[src/png_container_validator_defines.svh]
// Assertion macros shared by the PNG container validator RTL.
`ifndef PNG_CONTAINER_VALIDATOR_DEFINES_SVH
`define PNG_CONTAINER_VALIDATOR_DEFINES_SVH

// Same-cycle implication, disabled while the synchronous reset is held.
`define PNGV_ASSERT_NOW(label, clk, rst_n, ante, cons) \
    label: assert property (@(posedge clk) disable iff (!(rst_n)) (ante) |-> (cons)) \
        else $error("pngv assertion failed");

// Next-cycle implication, disabled while the synchronous reset is held.
`define PNGV_ASSERT_NEXT(label, clk, rst_n, ante, cons) \
    label: assert property (@(posedge clk) disable iff (!(rst_n)) (ante) |=> (cons)) \
        else $error("pngv assertion failed");

`endif

[src/pngv_pkg.sv]
// Types, constants and helper functions of the PNG container validator.
`default_nettype none

package pngv_pkg;

    // Chunk walker phases.
    typedef enum logic [1:0] {
        PH_LEN  = 2'd0,
        PH_TYPE = 2'd1,
        PH_DATA = 2'd2,
        PH_CRC  = 2'd3
    } t_phase;

    // Verdict codes.
    typedef logic [2:0] t_status;
    localparam t_status STAT_OK            = 3'd0;
    localparam t_status STAT_INVALID_INPUT = 3'd1;
    localparam t_status STAT_RESOURCE      = 3'd2;
    localparam t_status STAT_UNSUPPORTED   = 3'd3;
    localparam t_status STAT_INVALID_IMAGE = 3'd4;

    // Configuration register indexes.
    typedef logic [1:0] t_cfg_index;
    localparam t_cfg_index CFG_MAX_INPUT_BYTES = 2'd0;
    localparam t_cfg_index CFG_MAX_DIMENSION   = 2'd1;
    localparam t_cfg_index CFG_MAX_PIXELS      = 2'd2;

    // Configuration reset values.
    localparam logic [31:0] RST_MAX_INPUT_BYTES = 32'd1048576;
    localparam logic [31:0] RST_MAX_DIMENSION   = 32'd4096;
    localparam logic [29:0] RST_MAX_PIXELS      = 30'd16777216;

    // CRC-32, reflected form.
    localparam logic [31:0] CRC_POLY = 32'hEDB8_8320;
    localparam logic [31:0] CRC_INIT = 32'hFFFF_FFFF;

    // Chunk type tags, big endian ASCII.
    localparam logic [31:0] TAG_IHDR = 32'h4948_4452;
    localparam logic [31:0] TAG_IDAT = 32'h4944_4154;
    localparam logic [31:0] TAG_IEND = 32'h4945_4E44;
    localparam logic [31:0] TAG_ACTL = 32'h6163_544C;

    // File layout constants.
    localparam logic [31:0] IHDR_LENGTH = 32'd13;

    // The eight bytes of the PNG signature.
    function automatic logic [7:0] sig_byte(input logic [2:0] idx);
        logic [7:0] b;
        case (idx)
            3'd0:    b = 8'h89;
            3'd1:    b = 8'h50;
            3'd2:    b = 8'h4E;
            3'd3:    b = 8'h47;
            3'd4:    b = 8'h0D;
            3'd5:    b = 8'h0A;
            3'd6:    b = 8'h1A;
            default: b = 8'h0A;
        endcase
        return b;
    endfunction

    // Keep the first error seen; later ones are dropped.
    function automatic t_status latch_err(input t_status cur, input t_status code);
        return (cur == STAT_OK) ? code : cur;
    endfunction

endpackage

`default_nettype wire

[src/png_container_validator.sv]
// PNG container validator: one verdict per file, given on its last byte.
// Bytes pass the input register; the verdict is held in the result register.
// Throughput: one byte per cycle; a last byte waits only while a verdict is unread.
// The walker, CRC and header checks update once per byte in a single stage.
// Reset is synchronous, active low: limits return to defaults and the stream restarts.
`default_nettype none
`include "png_container_validator_defines.svh"

module png_container_validator #(
    parameter int COUNT_BITS = 32
) (
    input  wire logic        i_clk,
    input  wire logic        i_rst_n,
    // Configuration write port
    input  wire logic        i_cfg_wr_en,
    input  wire logic [1:0]  i_cfg_index,
    input  wire logic [31:0] i_cfg_wr_data,
    // Byte input channel
    input  wire logic        i_in_valid,
    output logic             o_in_ready,
    input  wire logic [7:0]  i_data_byte,
    input  wire logic        i_last_byte,
    // Verdict output channel
    output logic             o_out_valid,
    input  wire logic        i_out_ready,
    output logic [2:0]       o_status,
    output logic [31:0]      o_image_width,
    output logic [31:0]      o_image_height
);

    localparam int CNT_W = COUNT_BITS + 1;
    localparam int CMP_W = (CNT_W > 33) ? CNT_W : 33;

    // Configuration registers.
    logic [31:0] r_max_in;
    logic [31:0] r_max_dim;
    logic [29:0] r_max_px;

    // Input stage.
    logic        r_in_valid;
    logic [7:0]  r_in_byte;
    logic        r_in_last;
    logic        s2_fire;

    // Stream state and next values.
    logic [CNT_W-1:0]   r_count, n_count;
    pngv_pkg::t_phase   r_phase, n_phase;
    logic [31:0]        r_pos, n_pos, pos_inc;
    logic [31:0]        r_len, n_len;
    logic [31:0]        r_type, n_type;
    logic [31:0]        r_crc, n_crc, crc_upd;
    logic [31:0]        r_stored, n_stored;
    logic [31:0]        r_width, n_width;
    logic [31:0]        r_height, n_height;
    pngv_pkg::t_status  r_err, n_err;
    logic               r_seen_idat, n_seen_idat;
    logic               r_seen_iend, n_seen_iend;
    logic [63:0]        r_pixels;

    // Result register.
    logic               r_out_valid;
    pngv_pkg::t_status  r_out_status, n_out_status;
    logic [31:0]        r_out_width, n_out_width;
    logic [31:0]        r_out_height, n_out_height;

    // Handshake: a last byte moves on only when the result register is free.
    assign s2_fire    = r_in_valid && (!r_in_last || !r_out_valid || i_out_ready);
    assign o_in_ready = !r_in_valid || s2_fire;

    // Configuration writes; indexes past the list are ignored.
    always_ff @(posedge i_clk) begin
        if (!i_rst_n) begin
            r_max_in  <= pngv_pkg::RST_MAX_INPUT_BYTES;
            r_max_dim <= pngv_pkg::RST_MAX_DIMENSION;
            r_max_px  <= pngv_pkg::RST_MAX_PIXELS;
        end else if (i_cfg_wr_en) begin
            unique case (i_cfg_index)
                pngv_pkg::CFG_MAX_INPUT_BYTES: r_max_in  <= i_cfg_wr_data;
                pngv_pkg::CFG_MAX_DIMENSION:   r_max_dim <= i_cfg_wr_data;
                pngv_pkg::CFG_MAX_PIXELS:      r_max_px  <= i_cfg_wr_data[29:0];
                default: ;
            endcase
        end
    end

    // Input register.
    always_ff @(posedge i_clk) begin
        if (!i_rst_n) begin
            r_in_valid <= 1'b0;
        end else if (o_in_ready) begin
            r_in_valid <= i_in_valid;
        end
        if (o_in_ready && i_in_valid) begin
            r_in_byte <= i_data_byte;
            r_in_last <= i_last_byte;
        end
    end

    // Pixel count product; width and height settle long before it is compared.
    always_ff @(posedge i_clk) begin
        r_pixels <= r_width * r_height;
    end

    // CRC update for the byte in the input register.
    pngv_crc_byte u_crc (
        .i_crc  (r_crc),
        .i_byte (r_in_byte),
        .o_crc  (crc_upd)
    );

    assign pos_inc = r_pos + 32'd1;

    // Per-byte checks, chunk walk and the verdict on the last byte.
    always_comb begin
        n_count      = r_count;
        n_phase      = r_phase;
        n_pos        = r_pos;
        n_len        = r_len;
        n_type       = r_type;
        n_crc        = r_crc;
        n_stored     = r_stored;
        n_width      = r_width;
        n_height     = r_height;
        n_err        = r_err;
        n_seen_idat  = r_seen_idat;
        n_seen_iend  = r_seen_iend;
        n_out_status = r_out_status;
        n_out_width  = r_out_width;
        n_out_height = r_out_height;

        if (s2_fire) begin
            if (!r_count[COUNT_BITS]) begin
                n_count = r_count + CNT_W'(1);
            end
            // Anything after a complete IEND is an error.
            if (r_seen_iend) begin
                n_err = pngv_pkg::latch_err(n_err, pngv_pkg::STAT_INVALID_IMAGE);
            end

            if (r_count < CNT_W'(8)) begin
                // Signature bytes.
                if (r_in_byte != pngv_pkg::sig_byte(r_count[2:0])) begin
                    n_err = pngv_pkg::latch_err(n_err, pngv_pkg::STAT_UNSUPPORTED);
                end
            end else begin
                // IHDR width and height, big endian.
                if (r_count >= CNT_W'(16) && r_count < CNT_W'(20)) begin
                    n_width = {r_width[23:0], r_in_byte};
                end else if (r_count >= CNT_W'(20) && r_count < CNT_W'(24)) begin
                    n_height = {r_height[23:0], r_in_byte};
                end
                if (r_count == CNT_W'(23) && (n_width == 32'd0 || n_height == 32'd0)) begin
                    n_err = pngv_pkg::latch_err(n_err, pngv_pkg::STAT_INVALID_IMAGE);
                end
                // Size limits, checked on the last IHDR CRC byte.
                if (r_count == CNT_W'(32) && (r_width > r_max_dim || r_height > r_max_dim
                        || r_pixels > {34'd0, r_max_px})) begin
                    n_err = pngv_pkg::latch_err(n_err, pngv_pkg::STAT_RESOURCE);
                end

                // Chunk walker.
                case (r_phase)
                    pngv_pkg::PH_LEN: begin
                        n_len = (r_pos == 32'd0) ? {24'd0, r_in_byte}
                                                 : {r_len[23:0], r_in_byte};
                        if (pos_inc == 32'd4) begin
                            n_pos   = 32'd0;
                            n_phase = pngv_pkg::PH_TYPE;
                            n_crc   = pngv_pkg::CRC_INIT;
                            if (r_count == CNT_W'(11) && n_len != pngv_pkg::IHDR_LENGTH) begin
                                n_err = pngv_pkg::latch_err(n_err,
                                                            pngv_pkg::STAT_INVALID_IMAGE);
                            end
                        end else begin
                            n_pos = pos_inc;
                        end
                    end
                    pngv_pkg::PH_TYPE: begin
                        n_type = (r_pos == 32'd0) ? {24'd0, r_in_byte}
                                                  : {r_type[23:0], r_in_byte};
                        n_crc  = crc_upd;
                        if (pos_inc == 32'd4) begin
                            n_pos   = 32'd0;
                            n_phase = (r_len != 32'd0) ? pngv_pkg::PH_DATA : pngv_pkg::PH_CRC;
                            if (r_count == CNT_W'(15) && n_type != pngv_pkg::TAG_IHDR) begin
                                n_err = pngv_pkg::latch_err(n_err,
                                                            pngv_pkg::STAT_INVALID_IMAGE);
                            end
                        end else begin
                            n_pos = pos_inc;
                        end
                    end
                    pngv_pkg::PH_DATA: begin
                        n_crc = crc_upd;
                        if (pos_inc >= r_len) begin
                            n_pos   = 32'd0;
                            n_phase = pngv_pkg::PH_CRC;
                        end else begin
                            n_pos = pos_inc;
                        end
                    end
                    default: begin
                        n_stored = (r_pos == 32'd0) ? {24'd0, r_in_byte}
                                                    : {r_stored[23:0], r_in_byte};
                        if (pos_inc >= 32'd4) begin
                            n_pos   = 32'd0;
                            n_phase = pngv_pkg::PH_LEN;
                            // Chunk complete: CRC, then type-specific rules.
                            if (~r_crc != n_stored) begin
                                n_err = pngv_pkg::latch_err(n_err,
                                                            pngv_pkg::STAT_INVALID_IMAGE);
                            end else if (r_type == pngv_pkg::TAG_ACTL) begin
                                n_err = pngv_pkg::latch_err(n_err,
                                                            pngv_pkg::STAT_UNSUPPORTED);
                            end else begin
                                if (r_type == pngv_pkg::TAG_IDAT) begin
                                    n_seen_idat = 1'b1;
                                end
                                if (r_type == pngv_pkg::TAG_IEND) begin
                                    if (r_len != 32'd0) begin
                                        n_err = pngv_pkg::latch_err(n_err,
                                                    pngv_pkg::STAT_INVALID_IMAGE);
                                    end else begin
                                        n_seen_iend = 1'b1;
                                    end
                                end
                            end
                        end else begin
                            n_pos = pos_inc;
                        end
                    end
                endcase
            end

            // Verdict on the last byte, then the stream starts over.
            if (r_in_last) begin
                if (r_max_in == 32'd0 || r_max_dim == 32'd0 || r_max_px == 30'd0) begin
                    n_out_status = pngv_pkg::STAT_INVALID_INPUT;
                end else if (CMP_W'(n_count) > CMP_W'(r_max_in)
                        || CMP_W'(n_count) > CMP_W'(32'hFFFF_FFFF)) begin
                    n_out_status = pngv_pkg::STAT_RESOURCE;
                end else if (n_err != pngv_pkg::STAT_OK) begin
                    n_out_status = n_err;
                end else if (n_count < CNT_W'(8)) begin
                    n_out_status = pngv_pkg::STAT_UNSUPPORTED;
                end else if (n_count < CNT_W'(33)) begin
                    n_out_status = pngv_pkg::STAT_INVALID_IMAGE;
                end else if (n_phase != pngv_pkg::PH_LEN || n_pos != 32'd0) begin
                    n_out_status = pngv_pkg::STAT_INVALID_IMAGE;
                end else if (!n_seen_idat || !n_seen_iend) begin
                    n_out_status = pngv_pkg::STAT_INVALID_IMAGE;
                end else begin
                    n_out_status = pngv_pkg::STAT_OK;
                end
                n_out_width  = (n_count >= CNT_W'(20)) ? n_width : 32'd0;
                n_out_height = (n_count >= CNT_W'(24)) ? n_height : 32'd0;

                n_count     = '0;
                n_phase     = pngv_pkg::PH_LEN;
                n_pos       = 32'd0;
                n_len       = 32'd0;
                n_type      = 32'd0;
                n_crc       = pngv_pkg::CRC_INIT;
                n_stored    = 32'd0;
                n_width     = 32'd0;
                n_height    = 32'd0;
                n_err       = pngv_pkg::STAT_OK;
                n_seen_idat = 1'b0;
                n_seen_iend = 1'b0;
            end
        end
    end

    // Stream state registers.
    always_ff @(posedge i_clk) begin
        if (!i_rst_n) begin
            r_count     <= '0;
            r_phase     <= pngv_pkg::PH_LEN;
            r_pos       <= 32'd0;
            r_len       <= 32'd0;
            r_type      <= 32'd0;
            r_crc       <= pngv_pkg::CRC_INIT;
            r_stored    <= 32'd0;
            r_width     <= 32'd0;
            r_height    <= 32'd0;
            r_err       <= pngv_pkg::STAT_OK;
            r_seen_idat <= 1'b0;
            r_seen_iend <= 1'b0;
        end else begin
            r_count     <= n_count;
            r_phase     <= n_phase;
            r_pos       <= n_pos;
            r_len       <= n_len;
            r_type      <= n_type;
            r_crc       <= n_crc;
            r_stored    <= n_stored;
            r_width     <= n_width;
            r_height    <= n_height;
            r_err       <= n_err;
            r_seen_idat <= n_seen_idat;
            r_seen_iend <= n_seen_iend;
        end
    end

    // Result register.
    always_ff @(posedge i_clk) begin
        if (!i_rst_n) begin
            r_out_valid <= 1'b0;
        end else if (s2_fire && r_in_last) begin
            r_out_valid <= 1'b1;
        end else if (i_out_ready) begin
            r_out_valid <= 1'b0;
        end
        r_out_status <= n_out_status;
        r_out_width  <= n_out_width;
        r_out_height <= n_out_height;
    end

    assign o_out_valid    = r_out_valid;
    assign o_status       = r_out_status;
    assign o_image_width  = r_out_width;
    assign o_image_height = r_out_height;

    // Checks on the block's own logic.
    `PNGV_ASSERT_NOW(a_status_in_range, i_clk, i_rst_n, o_out_valid, o_status <= pngv_pkg::STAT_INVALID_IMAGE)
    `PNGV_ASSERT_NOW(a_ok_has_size, i_clk, i_rst_n, o_out_valid && o_status == pngv_pkg::STAT_OK, o_image_width != 32'd0 && o_image_height != 32'd0)
    `PNGV_ASSERT_NEXT(a_stream_cleared, i_clk, i_rst_n, s2_fire && r_in_last, r_count == '0 && r_err == pngv_pkg::STAT_OK && !r_seen_iend)
    `PNGV_ASSERT_NEXT(a_last_held, i_clk, i_rst_n, r_in_valid && r_in_last && r_out_valid && !i_out_ready, r_in_valid && r_in_last && r_out_valid)

endmodule

`default_nettype wire

[src/pngv_crc_byte.sv]
// One-byte update of the reflected CRC-32 used by PNG chunks.
`default_nettype none

module pngv_crc_byte (
    input  wire logic [31:0] i_crc,
    input  wire logic [7:0]  i_byte,
    output logic      [31:0] o_crc
);

    // Eight bit steps of the shift-and-xor division.
    always_comb begin
        logic [31:0] c;
        c = i_crc ^ {24'd0, i_byte};
        for (int k = 0; k < 8; k++) begin
            c = (c >> 1) ^ (c[0] ? pngv_pkg::CRC_POLY : 32'd0);
        end
        o_crc = c;
    end

endmodule

`default_nettype wire

[config.mk]
export PLATFORM = sky130hd
export DESIGN_NAME = png_container_validator
export DESIGN_NICKNAME = d
export VERILOG_FILES = /design/src/pngv_pkg.sv /design/src/png_container_validator.sv /design/src/pngv_crc_byte.sv
export VERILOG_INCLUDE_DIRS = /design/src /design/src/src
export SDC_FILE = /design/constraint.sdc
export NUM_CORES = 2
export LEC_CHECK = 0
export ABC_AREA = 1
export BUFFER_PORTS_ARGS = -buffer_cell sky130_fd_sc_hd__buf_4
export CAP_MARGIN = 5
export CORE_MARGIN = 4
export CORE_UTILIZATION = 66
export CTS_CLUSTER_DIAMETER = 120
export DETAILED_ROUTE_END_ITERATION = 10
export PLACE_DENSITY = 0.87
export SLEW_MARGIN = 30
export SYNTH_ARGS = -nofsm -noshare
export SYNTH_HDL_FRONTEND = slang
export SYNTH_SLANG_ARGS = --single-unit
[constraint.sdc]
create_clock -name i_clk -period 10.2 [get_ports i_clk]
set_input_delay 1.53 -clock i_clk [delete_from_list [all_inputs] [get_ports i_clk]]
set_output_delay 1.53 -clock i_clk [all_outputs]
set_load 0.01 [all_outputs]
== After elaboration in Yosys (flattened, before gate mapping) ==
Index checks and enable logic that the tools add are counted.
W data, S select, Z words.
Word-level totals
  register bits: 492
  bits of input ports: 48
  output and inout bits: 69
Operators by class
  add/subtract/negate cells: 2
  $mul: 1
  magnitude comparators: 16
  eq/ne operators: 24
  multiplexer cells: 110
  bitwise logic cells: 10
  reduce and logical (&&, ||, !) cells: 58
Operator list (count)
  $mux W32: 37
  $xor A31 B32 Y32: 8
  $logic_not A32 Y1: 5
  $ge A33 B5 Y1 const B: 4
  $pmux W32 S2: 2
  $mux W33: 3
  $eq A32 B31 Y1 const B: 3
  $mux W3: 32
  $mux W24: 3
  $eq A33 B4 Y1 const B: 2
  $lt A33 B4 Y1 const B: 2
  $lt A33 B5 Y1 const B: 2
  $gt A32 B32 Y1: 2
  $gt A64 B30 Y1: 1
  $mul A32 B32 Y64: 1
  $reduce_bool A32 Y1: 2
  $pmux W8 S6: 1
  $add A33 B1 Y33 const B: 1
  $eq A33 B5 Y1 const B: 1
  $eq A33 B6 Y1 const B: 1
  $gt A33 B32 Y1: 1
  $gt A33 B32 Y1 const B: 1
  $lt A33 B6 Y1 const B: 1
  $add A32 B1 Y32 const B: 1
  35 further kinds: 104

== Longest topological paths before layout ==
  depth in word-level cells: 30
  gate-level depth with buffers: 39
  depth with buffers taken out: 37

== By module ==
A second synthesis with hierarchy kept.
Unflattened totals
  cell total of the unflattened synthesis: 8477
  area, all modules: 62394.8 µm²
By module, submodules not included
  png_container_validator: instances 1, cells an instance 8256, area each 61171.2 µm²
  pngv_crc_byte: instances 1, cells an instance 221, area each 1223.7 µm²

== Worst setup path before layout ==
OpenSTA, ideal clock, no wires.
  kind: register to register
  start: register r_height[7]
  end: register r_pixels[58]
  arrival time: 7.050 ns
  data required time: 10.073 ns
  path slack: 3.022 ns
  cell stages (with the launch flop): 30
  clock period less this slack: 7.178 ns
  path through: dfxtp_1 -> clkbuf_1 -> clkbuf_1 -> nand2_1 -> fa_1 -> inv_1 -> fa_1 -> fa_1 -> inv_1 -> fa_1 -> inv_1 -> fa_1 -> fa_1 -> fa_1 -> inv_1 -> fa_1 -> inv_1 -> ha_1 -> a21oi_1 -> o21ai_0 -> a21oi_1 -> o21ai_0 -> a21oi_1 -> o21ai_0 -> a21o_1 -> nand3_1 -> o211ai_1 -> nand3_1 -> o2111ai_1 -> xor2_1
Between the ends
  word-level cells in the longest chain between the ends: 1
RTL lines
  start, declared: RTL line png_container_validator.sv:54  | logic [31:0] r_height, n_height;
  start signal, assigned: RTL line png_container_validator.sv:298  | r_height <= n_height;
  $mul A32 B32 Y64: RTL line png_container_validator.sv:101  | r_pixels <= r_width * r_height;
  end signal, assigned: RTL line png_container_validator.sv:101
  end, declared: RTL line png_container_validator.sv:58  | logic [63:0] r_pixels;
Every way passes these cells.
A chain may end at the register's enable or synchronous reset.

== Worst setup path in the final report ==
  start: register r_height[3]
  end: register r_pixels[58]
The elaborated chain is that of the path after synthesis.

==> summary.txt <==
Synth Area in XOR/XNOR -> 2.23%
critical-path maximum fanout -> 19
remaining global-route overflow -> 0
Power Total -> 4670 uW
CTS clk-pin slew, worst paths -> 60 ps
mux cell area share after synthesis -> 0%
Hold Path Depth -> 2
Switching Fraction -> 25.8%
clock root buffer -> clkbuf_16
WL/cell -> 20.3 um
library cells used by synthesis -> 57
Nets -> 9676
largest net degree at the start of global routing -> 101
Worst slew margin -> 27.1%
slowest library cell on the worst path -> dfxtp_1
cell family with most CP delay -> adder cells
RD Place Congestion -> 1.01
Comb power frac -> 7.9%
drt total wl -> 195 mm
Mapped Area -> 61900 sq um
Post-Syn Nets -> 9814
dpl ws -> 1550 ps
simple-gate share of the synthesized area -> 21.1%
CTS Hold Bufs -> 0
Yosys Warn Count -> 0
cell mode on critical path -> fa_1
PortBufs -> 116
Vias/cell -> 5.85
Reg power frac -> 43.5%
internal power -> 3460 uW
TritonCTS clock tree -> built
largest stage delay on the critical path -> 1030 ps
Post-synth top flop -> dfxtp_1
Antenna Nets Post-Route -> 0
Worst R2R End -> r_pixels[58]
slew at the pin with the worst max-slew slack -> 1090 ps
vias in the first global route -> 56.2k
H-tree depth -> 2
io pins -> 117
row count -> 112
clock tree sinks -> 492
Final setup viols -> 0
first-pass GRT wire length -> 305 mm
EDFF count, synth -> 76
Fillers -> 7239
die area -> 98800 sq um
final setup TNS -> 0 ps
R2R setup slack -> 1310 ps
Remaining DRCs -> 0
Layout Skew -> 35.3 ps
Fmax -> 0.113 GHz
Peak VDD IR -> 0.000126 V
synthesis-stage register bit count -> 492
Hold EP -> r_stored[12]
Final WS setup -> 1310 ps
latest clock arrival within the worst-skew pair -> 670 ps
HP Start -> r_stored[12]
Fin. Hold Viols -> 0
reg-to-reg startpoint -> r_height[3]
Gate Count Post-Synth -> 8434
fin. max-slew vios -> 0
type of the worst setup path -> flip-flop to flip-flop
total CTS buffers -> 55
Detail Placement HPWL -> 149 mm
DRT Pass-1 Iters -> 8
Tcrit/Tclk final -> 87.1%
die height -> 314 um
status -> finished, final reports clean
PD cells -> 71.1 nW/um^2
P_leak -> 0.0353 uW
Synth Area in Adders -> 37.8%
syn avg cell area -> 7.34 sq um
postcts setup bufs -> 0
Detailed Route Iter0 Violations -> 7012
area growth from synthesis to layout -> 6.02%
Horiz. Die Dim -> 314 um
gr usage total -> 39.5%
post-synthesis compound-gate area fraction -> 7.30%
Initial Utilization -> 66.5%
CP required -> 10730 ps
Resize count post-CTS -> 0
WP buf/inv -> 5
R2R cell count -> 27
Via Count -> 56.1k
layout cells sized above 1 -> 4.43%
initial antenna violation count -> 3
Critical Path Sink Type -> flip-flop
Max Cap Viol -> 0
clock share of power -> 48.7%
share of flip-flops with an asynchronous set or reset -> 0%
Worst EP arrival -> 9420 ps
CP startpoint kind -> flip-flop
area of the multi-input gates -> 42400 sq um
core area -> 93200 sq um
main combinational cell family by area after synthesis -> adder cells
CTS max path bufs -> 3
sequential area share after synthesis -> 17.1%
P_sw -> 1200 uW
register area -> 10600 sq um
setup repair after global routing missed its margin -> false
Hold Path Class -> flip-flop to flip-flop
Final min period -> 8890 ps
==> cell usage after synthesis, types with 3 or more instances <==
cell / count / area (sq um)
a211oi_1: 5 / 37.5
a21boi_0: 3 / 22.5
a21o_1: 10 / 75.1
a21oi_1: 449 / 2250
a31oi_1: 21 / 131
buf_1: 6 / 22.5
buf_2: 20 / 100
buf_4: 8 / 60.1
buf_6: 6 / 67.6
clkbuf_1: 378 / 1420
clkinv_1: 4 / 15.0
dfxtp_1: 416 / 8330
edfxtp_1: 76 / 2280
fa_1: 896 / 17900
ha_1: 436 / 5460
inv_1: 1928 / 7240
inv_2: 6 / 22.5
nand2_1: 2288 / 8590
nand2_2: 5 / 31.3
nand3_1: 255 / 1280
nand3_2: 3 / 30.0
nand4_1: 83 / 519
nor2_1: 483 / 1810
nor2_2: 5 / 31.3
nor2_4: 5 / 56.3
nor3_1: 63 / 315
nor4_1: 45 / 282
o211ai_1: 40 / 300
o21a_1: 13 / 97.6
o21ai_0: 230 / 1150
o21ai_1: 21 / 105
o21bai_1: 5 / 37.5
o22ai_1: 30 / 188
o31ai_1: 3 / 22.5
or2_2: 6 / 37.5
xnor2_1: 32 / 280
xor2_1: 124 / 1090
==> layout by cell type, fill, tap and decap left out, types with 40 or more instances in the layout <==
cell and instances:
fa_1 896, xor2_1 124, ha_1 436, buf_4 221, nor4_1 44, inv_1 1925
nand2_1 2287, dfxtp_1 407, nand3_1 254, nor3_1 61, a21oi_1 449, edfxtp_1 76
nand4_1 83, clkbuf_16 57, o21ai_0 230, nor2_1 481, o211ai_1 40
==> how the worst max path moves through the flow <==
stage / endpoint / startpoint / slack [ps] / cells past startpoint
after floorplan: r_pixels[58] / r_height[7] / 3020 / 29
after global placement: r_pixels[58] / r_height[6] / 1660 / 27
after detailed placement: r_pixels[58] / r_height[3] / 1550 / 27
after CTS: r_pixels[58] / r_height[3] / 1500 / 27
after global routing: r_pixels[58] / r_height[3] / 1160 / 27
final: r_pixels[58] / r_height[3] / 1310 / 27
==> per-stage QoR <==
step	util (%)	instances	instance area, sq um	hold WS (ps)
after global routing	70.4	9597	65600	482
final	70.5	9600	65700	466
after global placement	68.2	9493	63600	440
after detailed placement	68.2	9493	63600	450
after floorplan	-	8434	61900	428
after CTS	70.4	9597	65600	462
==> logic make-up after synthesis <==
family	after synthesis
buffers and inverters	2357
AOI/OAI and AO/OA	842
adders and majority gates	1332
xor gates and xnor gates	157
and+or+nand+nor	3254
DFF	492
==> cell type report <==
class | count | share of cell area (%)
antenna | 3 | 0.0114
clock buffer | 70 | 2.37
clock inverter | 34 | 0.766
inverter | 1938 | 11.1
multi-input combinational | 5585 | 64.6
sequential | 492 | 16.2
tap | 1254 | 2.39
timing repair buffer | 224 | 2.59
==> power by group through the flow <==
stage,clock (uW),combinational [uW],sequential (uW)
2_1_floorplan,0,228,2060
3_3_place_gp,0,340,2070
3_5_place_dp,0,349,2070
4_1_cts,2270,354,2030
5_1_grt,2350,393,2030
6_report,2270,367,2030
==> flip-flops by register name (all words and copies together) (netlist names), 24 cells and up <==
name / count
r_pixels: 64
r_count: 33
o_image_height: 32
o_image_width: 32
r_crc: 32
r_height: 32
r_len: 32
r_max_dim: 32
r_max_in: 32
r_pos: 32
r_type: 32
r_width: 32
r_max_px: 30
r_stored: 24
==> metal layers <==
layer  wire, um  part of all wire [%]  GRT usage [%]
met1      68800                    35           50.5
met2      85700                    44           61.0
met3      24800                    13           8.83
met4      15800                   8.1           25.5
met5         11                0.0056              0
==> worst register-to-register path, cell delays in order, from the launching register on <==
cell,delay (ps)
dfxtp_1,1030
nand2_1,210
fa_1,550
inv_1,50
fa_1,530
inv_1,60
fa_1,570
fa_1,510
inv_1,50
fa_1,520
fa_1,440
fa_1,550
inv_1,50
fa_1,530
inv_1,40
ha_1,400
a21oi_1,370
o21ai_0,170
a21oi_1,140
o21ai_0,100
a21oi_1,550
o21ai_0,420
a21o_1,280
nand3_1,70
o211ai_1,160
nand3_1,130
o2111ai_1,120
xor2_1,160
No activity file was read; power rests on OpenSTA's default activity.
